File: src/tbrp_pkg.sv
// tbrp_pkg: shared types and constants for the token bucket read pacer.
// Command and status codes, register indexes, controller states, control structs.
// No dependencies.
`default_nettype none

package tbrp_pkg;

  localparam int unsigned DATA_W = 32;
  localparam int unsigned TIME_W = 64;

  // input item commands
  typedef enum logic [1:0] {
    CMD_READ     = 2'd0,
    CMD_CONSUMED = 2'd1,
    CMD_RESET    = 2'd2,
    CMD_CLOSE    = 2'd3
  } tbrp_cmd_code_t;

  // result status codes
  typedef enum logic [1:0] {
    STAT_GRANTED   = 2'd0,
    STAT_POSTPONED = 2'd1,
    STAT_CLOSED    = 2'd2,
    STAT_ACK       = 2'd3
  } tbrp_status_t;

  // configuration register indexes
  localparam logic [1:0] REG_BYTE_RATE   = 2'd0;
  localparam logic [1:0] REG_BURST_FLOOR = 2'd1;
  localparam logic [1:0] REG_BURST_CAP   = 2'd2;

  localparam logic [DATA_W-1:0] BYTE_RATE_RST   = 32'h0100_0000;
  localparam logic [DATA_W-1:0] BURST_FLOOR_RST = 32'd1;
  localparam logic [DATA_W-1:0] BURST_CAP_RST   = 32'd65536;

  typedef enum logic [3:0] {
    ST_IDLE,
    ST_DECODE,
    ST_MUL_LO,
    ST_MUL_HI,
    ST_SUM,
    ST_UPDATE,
    ST_CHECK,
    ST_DIV,
    ST_FINISH
  } tbrp_state_t;

  // controller -> datapath
  typedef struct packed {
    logic load;      // capture input item
    logic simple;    // non-read command, or any command while closed
    logic mul_lo;    // low half of elapsed time times rate
    logic mul_hi;    // high half
    logic sum;       // combine partial products
    logic update;    // top up quota, restamp time
    logic check;     // grant or start wait division
    logic div_step;  // one quotient bit
    logic emit;      // move result into output register
  } tbrp_ctl_t;

  // datapath -> controller
  typedef struct packed {
    logic run_read;  // open and command is a read
    logic need_div;  // quota short and rate nonzero
    logic div_last;  // final quotient bit this cycle
  } tbrp_sts_t;

endpackage

`default_nettype wire

File: src/tbrp_if.sv
// tbrp_if: valid/ready channel interfaces for request items and result items.
// Depends on tbrp_pkg for field widths.
`default_nettype none

interface tbrp_in_if import tbrp_pkg::*; ();
  logic              valid;
  logic              ready;
  logic [1:0]        cmd;
  logic [TIME_W-1:0] now_ns;
  logic [DATA_W-1:0] want_bytes;
  logic [DATA_W-1:0] used_bytes;

  modport source (output valid, cmd, now_ns, want_bytes, used_bytes, input ready);
  modport sink   (input valid, cmd, now_ns, want_bytes, used_bytes, output ready);
endinterface

interface tbrp_out_if import tbrp_pkg::*; ();
  logic              valid;
  logic              ready;
  logic [1:0]        status;
  logic [DATA_W-1:0] grant_bytes;
  logic [TIME_W-1:0] retry_delay_ns;

  modport source (output valid, status, grant_bytes, retry_delay_ns, input ready);
  modport sink   (input valid, status, grant_bytes, retry_delay_ns, output ready);
endinterface

`default_nettype wire

File: src/tbrp_datapath.sv
// tbrp_datapath: config registers, quota state, shared 32x32 multiplier,
// restoring divider and result/output registers. Depends on tbrp_pkg.
`default_nettype none

module tbrp_datapath import tbrp_pkg::*; #(
  parameter int QUOTA_FRAC_BITS = 16,
  parameter int RATE_FRAC_BITS  = 24
) (
  input  wire logic              clk,
  input  wire logic              rst,
  input  wire logic              cfg_we,
  input  wire logic [1:0]        cfg_index,
  input  wire logic [DATA_W-1:0] cfg_data,
  input  wire logic [1:0]        in_cmd,
  input  wire logic [TIME_W-1:0] now_ns,
  input  wire logic [DATA_W-1:0] want_bytes,
  input  wire logic [DATA_W-1:0] used_bytes,
  input  wire tbrp_ctl_t         ctl,
  output tbrp_sts_t              sts,
  output logic [1:0]             status,
  output logic [DATA_W-1:0]      grant_bytes,
  output logic [TIME_W-1:0]      retry_delay_ns
);

  localparam int QW  = DATA_W + QUOTA_FRAC_BITS;        // quota width
  localparam int RSH = RATE_FRAC_BITS - QUOTA_FRAC_BITS;
  localparam int LSH = (RSH < 0) ? -RSH : 0;
  localparam int PW  = TIME_W + DATA_W;                 // full product
  localparam int IW  = PW + LSH;                        // top-up in quota units
  localparam int NW  = DATA_W + RATE_FRAC_BITS;         // wait numerator
  localparam int CW  = $clog2(NW + 1);

  logic [DATA_W-1:0] byte_rate, burst_floor, burst_cap;
  logic [QW-1:0]     quota_fx;
  logic [TIME_W-1:0] last_time_ns;
  logic              closed;

  logic [1:0]        item_cmd;
  logic [TIME_W-1:0] item_now, dt;
  logic [DATA_W-1:0] item_want, item_used;

  logic [TIME_W-1:0] prod_lo, prod_hi;
  logic [PW-1:0]     prod;

  logic [NW-1:0]     div_q;
  logic [DATA_W-1:0] div_rem;
  logic [CW-1:0]     div_cnt;

  logic [1:0]        res_status;
  logic [DATA_W-1:0] res_grant;
  logic [TIME_W-1:0] res_delay;

  // combinational
  logic [DATA_W-1:0] mul_a;
  logic [TIME_W-1:0] mul_p;
  logic [QW-1:0]     cap, diff, minb, shortfall, sub_used;
  logic [DATA_W-1:0] min_eff, whole;
  logic [IW-1:0]     inc;
  logic [NW-1:0]     num_init, q_next;
  logic              saturate, below;
  logic [DATA_W:0]   div_t;
  logic              div_ge;

  assign mul_a = ctl.mul_hi ? dt[TIME_W-1:DATA_W] : dt[DATA_W-1:0];
  assign mul_p = TIME_W'(mul_a) * TIME_W'(byte_rate);

  assign cap       = QW'(burst_cap) << QUOTA_FRAC_BITS;
  assign diff      = cap - quota_fx;
  assign min_eff   = (burst_floor == '0) ? DATA_W'(1) : burst_floor;
  assign minb      = QW'(min_eff) << QUOTA_FRAC_BITS;
  assign shortfall = minb - quota_fx;
  assign below     = quota_fx < minb;
  assign whole     = quota_fx[QW-1:QUOTA_FRAC_BITS];
  assign sub_used  = QW'(item_used) << QUOTA_FRAC_BITS;

  if (RSH >= 0) begin : g_rsh
    assign inc      = IW'(prod >> RSH);
    assign num_init = NW'(shortfall) << RSH;
  end else begin : g_lsh
    assign inc      = IW'(prod) << LSH;
    assign num_init = NW'(shortfall >> LSH);
  end

  assign saturate = (quota_fx >= cap) || (inc >= IW'(diff));

  assign div_t  = {div_rem, div_q[NW-1]};
  assign div_ge = div_t >= {1'b0, byte_rate};
  assign q_next = {div_q[NW-2:0], div_ge};

  assign sts.run_read = !closed && (item_cmd == CMD_READ);
  assign sts.need_div = below && (byte_rate != '0);
  assign sts.div_last = div_cnt == CW'(1);

  // config
  always_ff @(posedge clk) begin
    if (rst) begin
      byte_rate   <= BYTE_RATE_RST;
      burst_floor <= BURST_FLOOR_RST;
      burst_cap   <= BURST_CAP_RST;
    end else if (cfg_we) begin
      case (cfg_index)
        REG_BYTE_RATE:   byte_rate   <= cfg_data;
        REG_BURST_FLOOR: burst_floor <= cfg_data;
        REG_BURST_CAP:   burst_cap   <= cfg_data;
        default: ;
      endcase
    end
  end

  // bucket state
  always_ff @(posedge clk) begin
    if (rst) begin
      quota_fx     <= '0;
      last_time_ns <= '0;
      closed       <= 1'b0;
    end else if (ctl.update) begin
      quota_fx     <= saturate ? cap : quota_fx + inc[QW-1:0];
      last_time_ns <= item_now;
    end else if (ctl.simple && !closed) begin
      case (item_cmd)
        CMD_CONSUMED: quota_fx <= (quota_fx > sub_used) ? quota_fx - sub_used : '0;
        CMD_RESET: begin
          quota_fx     <= '0;
          last_time_ns <= item_now;
        end
        CMD_CLOSE: closed <= 1'b1;
        default: ;
      endcase
    end
  end

  // item capture, arithmetic, result staging
  always_ff @(posedge clk) begin
    if (ctl.load) begin
      item_cmd  <= in_cmd;
      item_now  <= now_ns;
      item_want <= want_bytes;
      item_used <= used_bytes;
      dt        <= now_ns - last_time_ns;
    end
    if (ctl.mul_lo) prod_lo <= mul_p;
    if (ctl.mul_hi) prod_hi <= mul_p;
    if (ctl.sum)    prod    <= PW'(prod_lo) + {prod_hi, {DATA_W{1'b0}}};
    if (ctl.simple) begin
      res_status <= closed ? STAT_CLOSED : STAT_ACK;
      res_grant  <= '0;
      res_delay  <= '0;
    end
    if (ctl.check) begin
      div_q   <= num_init;
      div_rem <= '0;
      div_cnt <= CW'(NW);
      if (!below) begin
        res_status <= STAT_GRANTED;
        res_grant  <= (item_want < whole) ? item_want : whole;
        res_delay  <= '0;
      end else begin
        res_status <= STAT_POSTPONED;
        res_grant  <= '0;
        res_delay  <= (byte_rate == '0) ? '1 : '0;
      end
    end
    if (ctl.div_step) begin
      // remainder stays below the rate, so it fits the low DATA_W bits
      div_rem <= div_ge ? DATA_W'(div_t - {1'b0, byte_rate}) : div_t[DATA_W-1:0];
      div_q   <= q_next;
      div_cnt <= div_cnt - CW'(1);
      if (sts.div_last) res_delay <= TIME_W'(q_next);
    end
    if (ctl.emit) begin
      status         <= res_status;
      grant_bytes    <= res_grant;
      retry_delay_ns <= res_delay;
    end
  end

  a_closed_sticky: assert property (@(posedge clk) disable iff (rst) closed |=> closed)
    else $error("closed flag dropped");
  a_quota_capped: assert property (@(posedge clk) disable iff (rst)
    ctl.update |=> quota_fx <= $past(cap))
    else $error("quota above cap after top-up");
  a_grant_le_want: assert property (@(posedge clk) disable iff (rst)
    ctl.check && !below |=> res_grant <= $past(item_want))
    else $error("grant exceeds wanted bytes");

endmodule

`default_nettype wire

File: src/tbrp_ctrl.sv
// tbrp_ctrl: sequencing state machine and output valid register.
// Drives tbrp_ctl_t to the datapath, reads tbrp_sts_t. Depends on tbrp_pkg.
`default_nettype none

module tbrp_ctrl import tbrp_pkg::*; (
  input  wire logic      clk,
  input  wire logic      rst,
  input  wire logic      in_valid,
  output logic           in_ready,
  output logic           out_valid,
  input  wire logic      out_ready,
  input  wire tbrp_sts_t sts,
  output tbrp_ctl_t      ctl
);

  tbrp_state_t state, state_next;
  logic        in_fire, slot_free;

  assign in_ready  = !rst && (state == ST_IDLE);
  assign in_fire   = in_valid && in_ready;
  assign slot_free = !out_valid || out_ready;

  always_comb begin
    state_next = state;
    case (state)
      ST_IDLE:   if (in_fire) state_next = ST_DECODE;
      ST_DECODE: state_next = sts.run_read ? ST_MUL_LO : ST_FINISH;
      ST_MUL_LO: state_next = ST_MUL_HI;
      ST_MUL_HI: state_next = ST_SUM;
      ST_SUM:    state_next = ST_UPDATE;
      ST_UPDATE: state_next = ST_CHECK;
      ST_CHECK:  state_next = sts.need_div ? ST_DIV : ST_FINISH;
      ST_DIV:    if (sts.div_last) state_next = ST_FINISH;
      ST_FINISH: if (slot_free) state_next = ST_IDLE;
      default:   state_next = ST_IDLE;
    endcase
  end

  always_comb begin
    ctl      = '0;
    ctl.load = in_fire;
    case (state)
      ST_DECODE: ctl.simple   = !sts.run_read;
      ST_MUL_LO: ctl.mul_lo   = 1'b1;
      ST_MUL_HI: ctl.mul_hi   = 1'b1;
      ST_SUM:    ctl.sum      = 1'b1;
      ST_UPDATE: ctl.update   = 1'b1;
      ST_CHECK:  ctl.check    = 1'b1;
      ST_DIV:    ctl.div_step = 1'b1;
      ST_FINISH: ctl.emit     = slot_free;
      default: ;
    endcase
  end

  always_ff @(posedge clk) begin
    if (rst) begin
      state     <= ST_IDLE;
      out_valid <= 1'b0;
    end else begin
      state <= state_next;
      if (ctl.emit)      out_valid <= 1'b1;
      else if (out_ready) out_valid <= 1'b0;
    end
  end

  a_accept_decode: assert property (@(posedge clk) disable iff (rst)
    in_fire |=> state == ST_DECODE)
    else $error("accepted item not decoded");
  a_emit_no_overwrite: assert property (@(posedge clk) disable iff (rst)
    ctl.emit |-> slot_free)
    else $error("result would overwrite an untaken one");
  a_div_holds: assert property (@(posedge clk) disable iff (rst)
    state == ST_DIV && !sts.div_last |=> state == ST_DIV)
    else $error("divider left early");

endmodule

`default_nettype wire

File: src/token_bucket_read_pacer_core.sv
// token_bucket_read_pacer_core: top level of the token bucket read pacer.
// Instantiates tbrp_ctrl and tbrp_datapath; uses tbrp_pkg and tbrp_if.
//
//   port        dir   kind          contents
//   in_ch       in    valid/ready   cmd, now_ns, want_bytes, used_bytes
//   out_ch      out   valid/ready   status, grant_bytes, retry_delay_ns
//   cfg_*       in    write only    cfg_we, cfg_index, cfg_data (32b)
//
// A consumed, reset or close item, and any item while closed, passes decode and
// finish; a read passes decode, the low and high multiply, sum, update, check and
// finish. A postponed read at nonzero rate also runs the restoring divider between
// check and finish, one quotient bit per cycle, 32 + RATE_FRAC_BITS bits
// (56 by default).
// One item is in flight at a time; the next is accepted while a result waits
// in the output register. A stalled output holds the machine in its last step.
// Reset (rst, synchronous) restores register defaults, empties the quota,
// zeroes the time stamp and reopens the pacer; no item is taken during reset.
`default_nettype none

module token_bucket_read_pacer_core import tbrp_pkg::*; #(
  parameter int QUOTA_FRAC_BITS = 16,
  parameter int RATE_FRAC_BITS  = 24
) (
  input  wire logic              clk,
  input  wire logic              rst,
  input  wire logic              cfg_we,
  input  wire logic [1:0]        cfg_index,
  input  wire logic [DATA_W-1:0] cfg_data,
  tbrp_in_if.sink                in_ch,
  tbrp_out_if.source             out_ch
);

  tbrp_ctl_t ctl;
  tbrp_sts_t sts;

  // sequencing: one step of the read path per state, divider loops in place
  tbrp_ctrl u_ctrl (
    .clk       (clk),
    .rst       (rst),
    .in_valid  (in_ch.valid),
    .in_ready  (in_ch.ready),
    .out_valid (out_ch.valid),
    .out_ready (out_ch.ready),
    .sts       (sts),
    .ctl       (ctl)
  );

  // bucket state, shared multiplier, divider and output payload register
  tbrp_datapath #(
    .QUOTA_FRAC_BITS (QUOTA_FRAC_BITS),
    .RATE_FRAC_BITS  (RATE_FRAC_BITS)
  ) u_dp (
    .clk            (clk),
    .rst            (rst),
    .cfg_we         (cfg_we),
    .cfg_index      (cfg_index),
    .cfg_data       (cfg_data),
    .in_cmd         (in_ch.cmd),
    .now_ns         (in_ch.now_ns),
    .want_bytes     (in_ch.want_bytes),
    .used_bytes     (in_ch.used_bytes),
    .ctl            (ctl),
    .sts            (sts),
    .status         (out_ch.status),
    .grant_bytes    (out_ch.grant_bytes),
    .retry_delay_ns (out_ch.retry_delay_ns)
  );

endmodule

`default_nettype wire

File: src/flat_wrapper.sv
// flat-port wrapper written by rule: the top's interface ports become plain ports
module token_bucket_read_pacer_core_flat import tbrp_pkg::*;
#(
  parameter int QUOTA_FRAC_BITS = 16,
  parameter int RATE_FRAC_BITS  = 24
)
  (clk, rst, cfg_we, cfg_index, cfg_data, in_ch_valid, in_ch_cmd, in_ch_now_ns, in_ch_want_bytes, in_ch_used_bytes, in_ch_ready, out_ch_valid, out_ch_status, out_ch_grant_bytes, out_ch_retry_delay_ns, out_ch_ready);
  tbrp_in_if in_ch_i ();
  tbrp_out_if out_ch_i ();
  input  wire logic clk;
  input  wire logic rst;
  input  wire logic cfg_we;
  input  wire logic [1:0] cfg_index;
  input  wire logic [DATA_W-1:0] cfg_data;
  input wire logic [$bits(in_ch_i.valid)-1:0] in_ch_valid;
  input wire logic [$bits(in_ch_i.cmd)-1:0] in_ch_cmd;
  input wire logic [$bits(in_ch_i.now_ns)-1:0] in_ch_now_ns;
  input wire logic [$bits(in_ch_i.want_bytes)-1:0] in_ch_want_bytes;
  input wire logic [$bits(in_ch_i.used_bytes)-1:0] in_ch_used_bytes;
  output wire logic [$bits(in_ch_i.ready)-1:0] in_ch_ready;
  output wire logic [$bits(out_ch_i.valid)-1:0] out_ch_valid;
  output wire logic [$bits(out_ch_i.status)-1:0] out_ch_status;
  output wire logic [$bits(out_ch_i.grant_bytes)-1:0] out_ch_grant_bytes;
  output wire logic [$bits(out_ch_i.retry_delay_ns)-1:0] out_ch_retry_delay_ns;
  input wire logic [$bits(out_ch_i.ready)-1:0] out_ch_ready;
  assign in_ch_i.valid = in_ch_valid;
  assign in_ch_i.cmd = in_ch_cmd;
  assign in_ch_i.now_ns = in_ch_now_ns;
  assign in_ch_i.want_bytes = in_ch_want_bytes;
  assign in_ch_i.used_bytes = in_ch_used_bytes;
  assign in_ch_ready = in_ch_i.ready;
  assign out_ch_valid = out_ch_i.valid;
  assign out_ch_status = out_ch_i.status;
  assign out_ch_grant_bytes = out_ch_i.grant_bytes;
  assign out_ch_retry_delay_ns = out_ch_i.retry_delay_ns;
  assign out_ch_i.ready = out_ch_ready;
  token_bucket_read_pacer_core #(.QUOTA_FRAC_BITS(QUOTA_FRAC_BITS), .RATE_FRAC_BITS(RATE_FRAC_BITS)) u_core (.clk(clk), .rst(rst), .cfg_we(cfg_we), .cfg_index(cfg_index), .cfg_data(cfg_data), .in_ch(in_ch_i), .out_ch(out_ch_i));
endmodule
File: config.mk
export PLATFORM = sky130hd
export DESIGN_NAME = token_bucket_read_pacer_core_flat
export DESIGN_NICKNAME = d
export VERILOG_FILES = /design/src/tbrp_pkg.sv /design/src/tbrp_if.sv /design/src/tbrp_datapath.sv /design/src/tbrp_ctrl.sv /design/src/token_bucket_read_pacer_core.sv /design/src/flat_wrapper.sv
export SDC_FILE = /design/constraint.sdc
export NUM_CORES = 2
export LEC_CHECK = 0
export ABC_AREA = 1
export BUFFER_PORTS_ARGS = -buffer_cell sky130_fd_sc_hd__buf_2
export CORE_AREA = 4 4 444 446
export DETAILED_ROUTE_END_ITERATION = 8
export DIE_AREA = 0 0 448 450
export HOLD_SLACK_MARGIN = 0.05
export PLACE_DENSITY_LB_ADDON = 0.3
export SLEW_MARGIN = 15
export SYNTH_ARGS = -nofsm -noshare
export SYNTH_HDL_FRONTEND = slang
export SYNTH_SLANG_ARGS = --single-unit
File: constraint.sdc
create_clock -name clk -period 33.2 [get_ports clk]
set_input_delay 9.96 -clock clk [delete_from_list [all_inputs] [get_ports clk]]
set_output_delay 9.96 -clock clk [all_outputs]
set_load 0.05 [all_outputs]
==> summary.md <==
| Metric | Value |
|---|---|
| ANT nets after route | 0 |
| Share of cells above drive strength 1 | under 10% |
| Slowest cell on the critical path | buf_2 |
| Synth-to-Final Area Change | 8.714% |
| Vias in the first global route | 74,950 |
| CP Launch Type | input port |
| Mapped Cells | 10,630 |
| Die Y | between 400 and 500 µm |
| Most common cell after layout, fill and taps aside | nand2_1 |
| Worst hold margin | 398.5 ps |
| Register area | ~24,000 µm² |
| CP peak stage delay | 270 ps |
| Hold EP | u_core.u_dp.prod[21] |
| Pre-antenna DRT Iters | 6 |
| 1st-iter DRT viols | 6,678 |
| CP Class | in -> out |
| Period minus WS final | 20,470 ps |
| Fin crit share | 61.65% |
| Multi-input logic area | 53,600 µm² |
| CP Max Fanout | 7 |
| Least-Margin Pin Slew | approximately 1200 ps |
| Total negative slack | 0 ps |
| RSZ-0062 raised after global routing | no |
| Critical path's top delay family | buffers and inverters |
| Sequential share of the synthesized area | between 20% and 30% |
| First-pass GRT wire length | between 400,000 and 500,000 µm |
| Global route total overflow | 0 |
| CTS tree | built |
| Die area | 201,600 µm² |
| # IOs | roughly 270 |
| Worst path bufs/invs | 2 |
| R2R depth | 26 |
| Core Rows | roughly 160 |
| CTS H-tree lvls | 3 |
| R2R Path End | u_core.u_dp.prod_hi[46] |
| Post-Route WL | 318,500 µm |
| DRC Markers | 0 |
| Synth unique cells | 60 |
| Worst-path clk slew | ~60 ps |
| P_leak | about 43 nW |
| Arr. time, crit path | 10,510 ps |
| Slew Limit Fails | 0 |
| Pre-CTS worst setup slack | 12,720 ps |
| CP endpoint kind | output pin |
| Reg2Reg Setup Slack | 21,990 ps |
| Final HPWL DP | ~250,000 µm |
| Setup Buffers After CTS | 0 |
| Fillers | 18,810 |
| Status | complete, no violations |
| Netlist area before placement | 86,530 µm² |
| Setup ws final | 12,730 ps |
| Num CTS Buffers | 100 |
| I/O Buffers | 268 |
| Synth Register Bits | 906 |
| Bufs on Longest Clock Path | 3 |
| Async set-reset flop share out of synthesis | 0% |
| GRT Total Usage | 31.11% |
| Horiz. Die Dim | 448 µm |
| Hold-fix buffers at CTS | 0 |
| CP dominant cell by count | buf_2 |
| Primary FF master, synth | edfxtp_1 |
| Pwr Density | a little over 70 nW/µm² |
| Synth warn | 0 |
| Syn_nets | 12,320 |
| Worst hold start | u_core.u_dp.prod_lo[21] |
| CTS root buffer | clkbuf_16 |
| Post-cts repair resize count | 0 |
| Average size of a mapped cell | 8.139 µm² |
| Endpoints failing setup | 0 |
| Final hold violations | 0 |
| Largest net degree at the start of global routing | 113 |
| Max_cap viols | 0 |
| Peak supply drop | 0.0001227 V |
| Clock sink total | 906 |
| Wire length per cell | 23.81 µm |
| Via-to-Cell Ratio | 5.505 |
| Clk_skew | 68.03 ps |
| Initial Utilization | 44.93% |
| DR vias | between 70,000 and 80,000 |
| Hold crit path type | reg -> reg |
| Hold Path Stages | 0 |
| CP Data Required Time | 23,240 ps |
| Core area | 192,600 µm² |
| Max_slew headroom | between 15 and 20% |
| Commonest non-fill, non-tap cells in the layout | 1,959 x nand2_1, 1,884 x inv_1, 1,462 x nor2_1 |
| Post-synth EDFFs | 628 |
| Clock Latency Late Sink | between 700 and 800 ps |
| Max Freq | 48.85 MHz |
| Final #Nets | 12,440 |
| Crit path cell chain | buf_2 -> nor2_1 -> buf_2 |
| Initial antenna violation count | 27 |
| Routability cong. | 1.013 |
| Reg-to-Reg Start | u_core.u_ctrl.state[0] |
## worst register-to-register path, delay by kind of cell, from the launching register on
kind	cells	cell delay [ps]
simple gates	8	1580
fa+ha+maj	9	4500
compound gates	5	2190
buf+inv	3	1620
xor+xnor	1	560
flops	1	450
## how the worst max path moves through the flow
stage | startpoint | endpoint | slack [ps] | cells after the start
after CTS | rst | in_ch_ready | 12720 | 3
final | rst | in_ch_ready | 12730 | 3
after detailed placement | rst | in_ch_ready | 12720 | 3
after global routing | rst | in_ch_ready | 12710 | 3
after floorplan | rst | in_ch_ready | 12630 | 1
after global placement | rst | in_ch_ready | 12650 | 3
## synth_stat cells, types with 8 or more instances
master	count	area [µm²]
a211oi_1	37	277.8
a21boi_0	14	105.1
a21o_1	53	397.9
a21oi_1	642	3213
a31oi_1	121	757.0
and3_1	14	87.58
buf_2	60	300.3
buf_6	8	90.09
clkbuf_1	274	1028
clkinv_1	24	90.09
dfxtp_1	278	5565
edfxtp_1	628	18860
fa_1	901	18040
ha_1	618	7732
inv_1	1890	7094
inv_2	17	63.81
nand2_1	1962	7365
nand2_2	10	62.56
nand3_1	328	1642
nand3b_1	30	225.2
nand4_1	48	300.3
nor2_1	1464	5495
nor3_1	97	485.5
nor4_1	67	419.2
o211ai_1	13	97.59
o21a_1	26	195.2
o21ai_0	545	2728
o21ai_1	23	115.1
o21ai_2	14	122.6
o21bai_1	33	247.7
or2_2	45	281.5
xnor2_1	92	805.8
xor2_1	191	1673
## where the power goes
part	internal, mW	leakage, nW	switching [mW]	total (mW)
logic	1.16	33.7	2.79	3.95
clock network	0.690	1.72	0.493	1.18
registers	1.46	8.11	0.0414	1.51
## kinds of logic after synthesis
group | share of synthesized area, %
AOI/OAI and AO/OA | 9.854
xor gates and xnor gates | 2.864
adders and majority gates | 29.78
buffers and inverters | 10.05
DFF | 28.23
and+or+nand+nor | 19.23
## registers in the layout, indices dropped and copies added, names as in the netlist, 48 cells and up
register                    flops
u_core.u_dp.res_delay          64
u_core.u_dp.item_now           64
u_core.u_dp.retry_delay_ns     64
u_core.u_dp.quota_fx           48
u_core.u_dp.div_q              56
u_core.u_dp.prod               88
u_core.u_dp.dt                 64
u_core.u_dp.prod_lo            56
u_core.u_dp.last_time_ns       64
u_core.u_dp.prod_hi            64
## stage by stage
step | instances | util (%) | total power [mW] | cell area (µm²)
after detailed placement | 13180 | 47.01 | 5.398 | 90540
after global routing | 13370 | 48.84 | 6.988 | 94060
after CTS | 13370 | 48.84 | 6.614 | 94050
after global placement | 13180 | 47.01 | 5.386 | 90540
final | 13380 | 48.85 | 6.637 | 94070
after floorplan | 10630 | - | 3.798 | 86530
## final cells by class
type / instances / share of cell area, %
multi-input combinational: 7447 / 56.98
sequential: 906 / 25.96
inverter: 1933 / 7.722
tap: 2526 / 3.360
clock buffer: 147 / 3.119
timing repair buffer: 368 / 2.224
clock inverter: 42 / 0.6132
antenna: 7 / 0.01862
## routing by layer
layer  track usage [%]  routed length, µm  vias up
met2             50.56             145600     3267
met3             6.392              26280      934
met1             37.73             122000    35490
met4             19.53              24530       14
met5                 0                100        -
li1                  -                  -    33940
No activity file was read; power rests on OpenSTA's default activity.
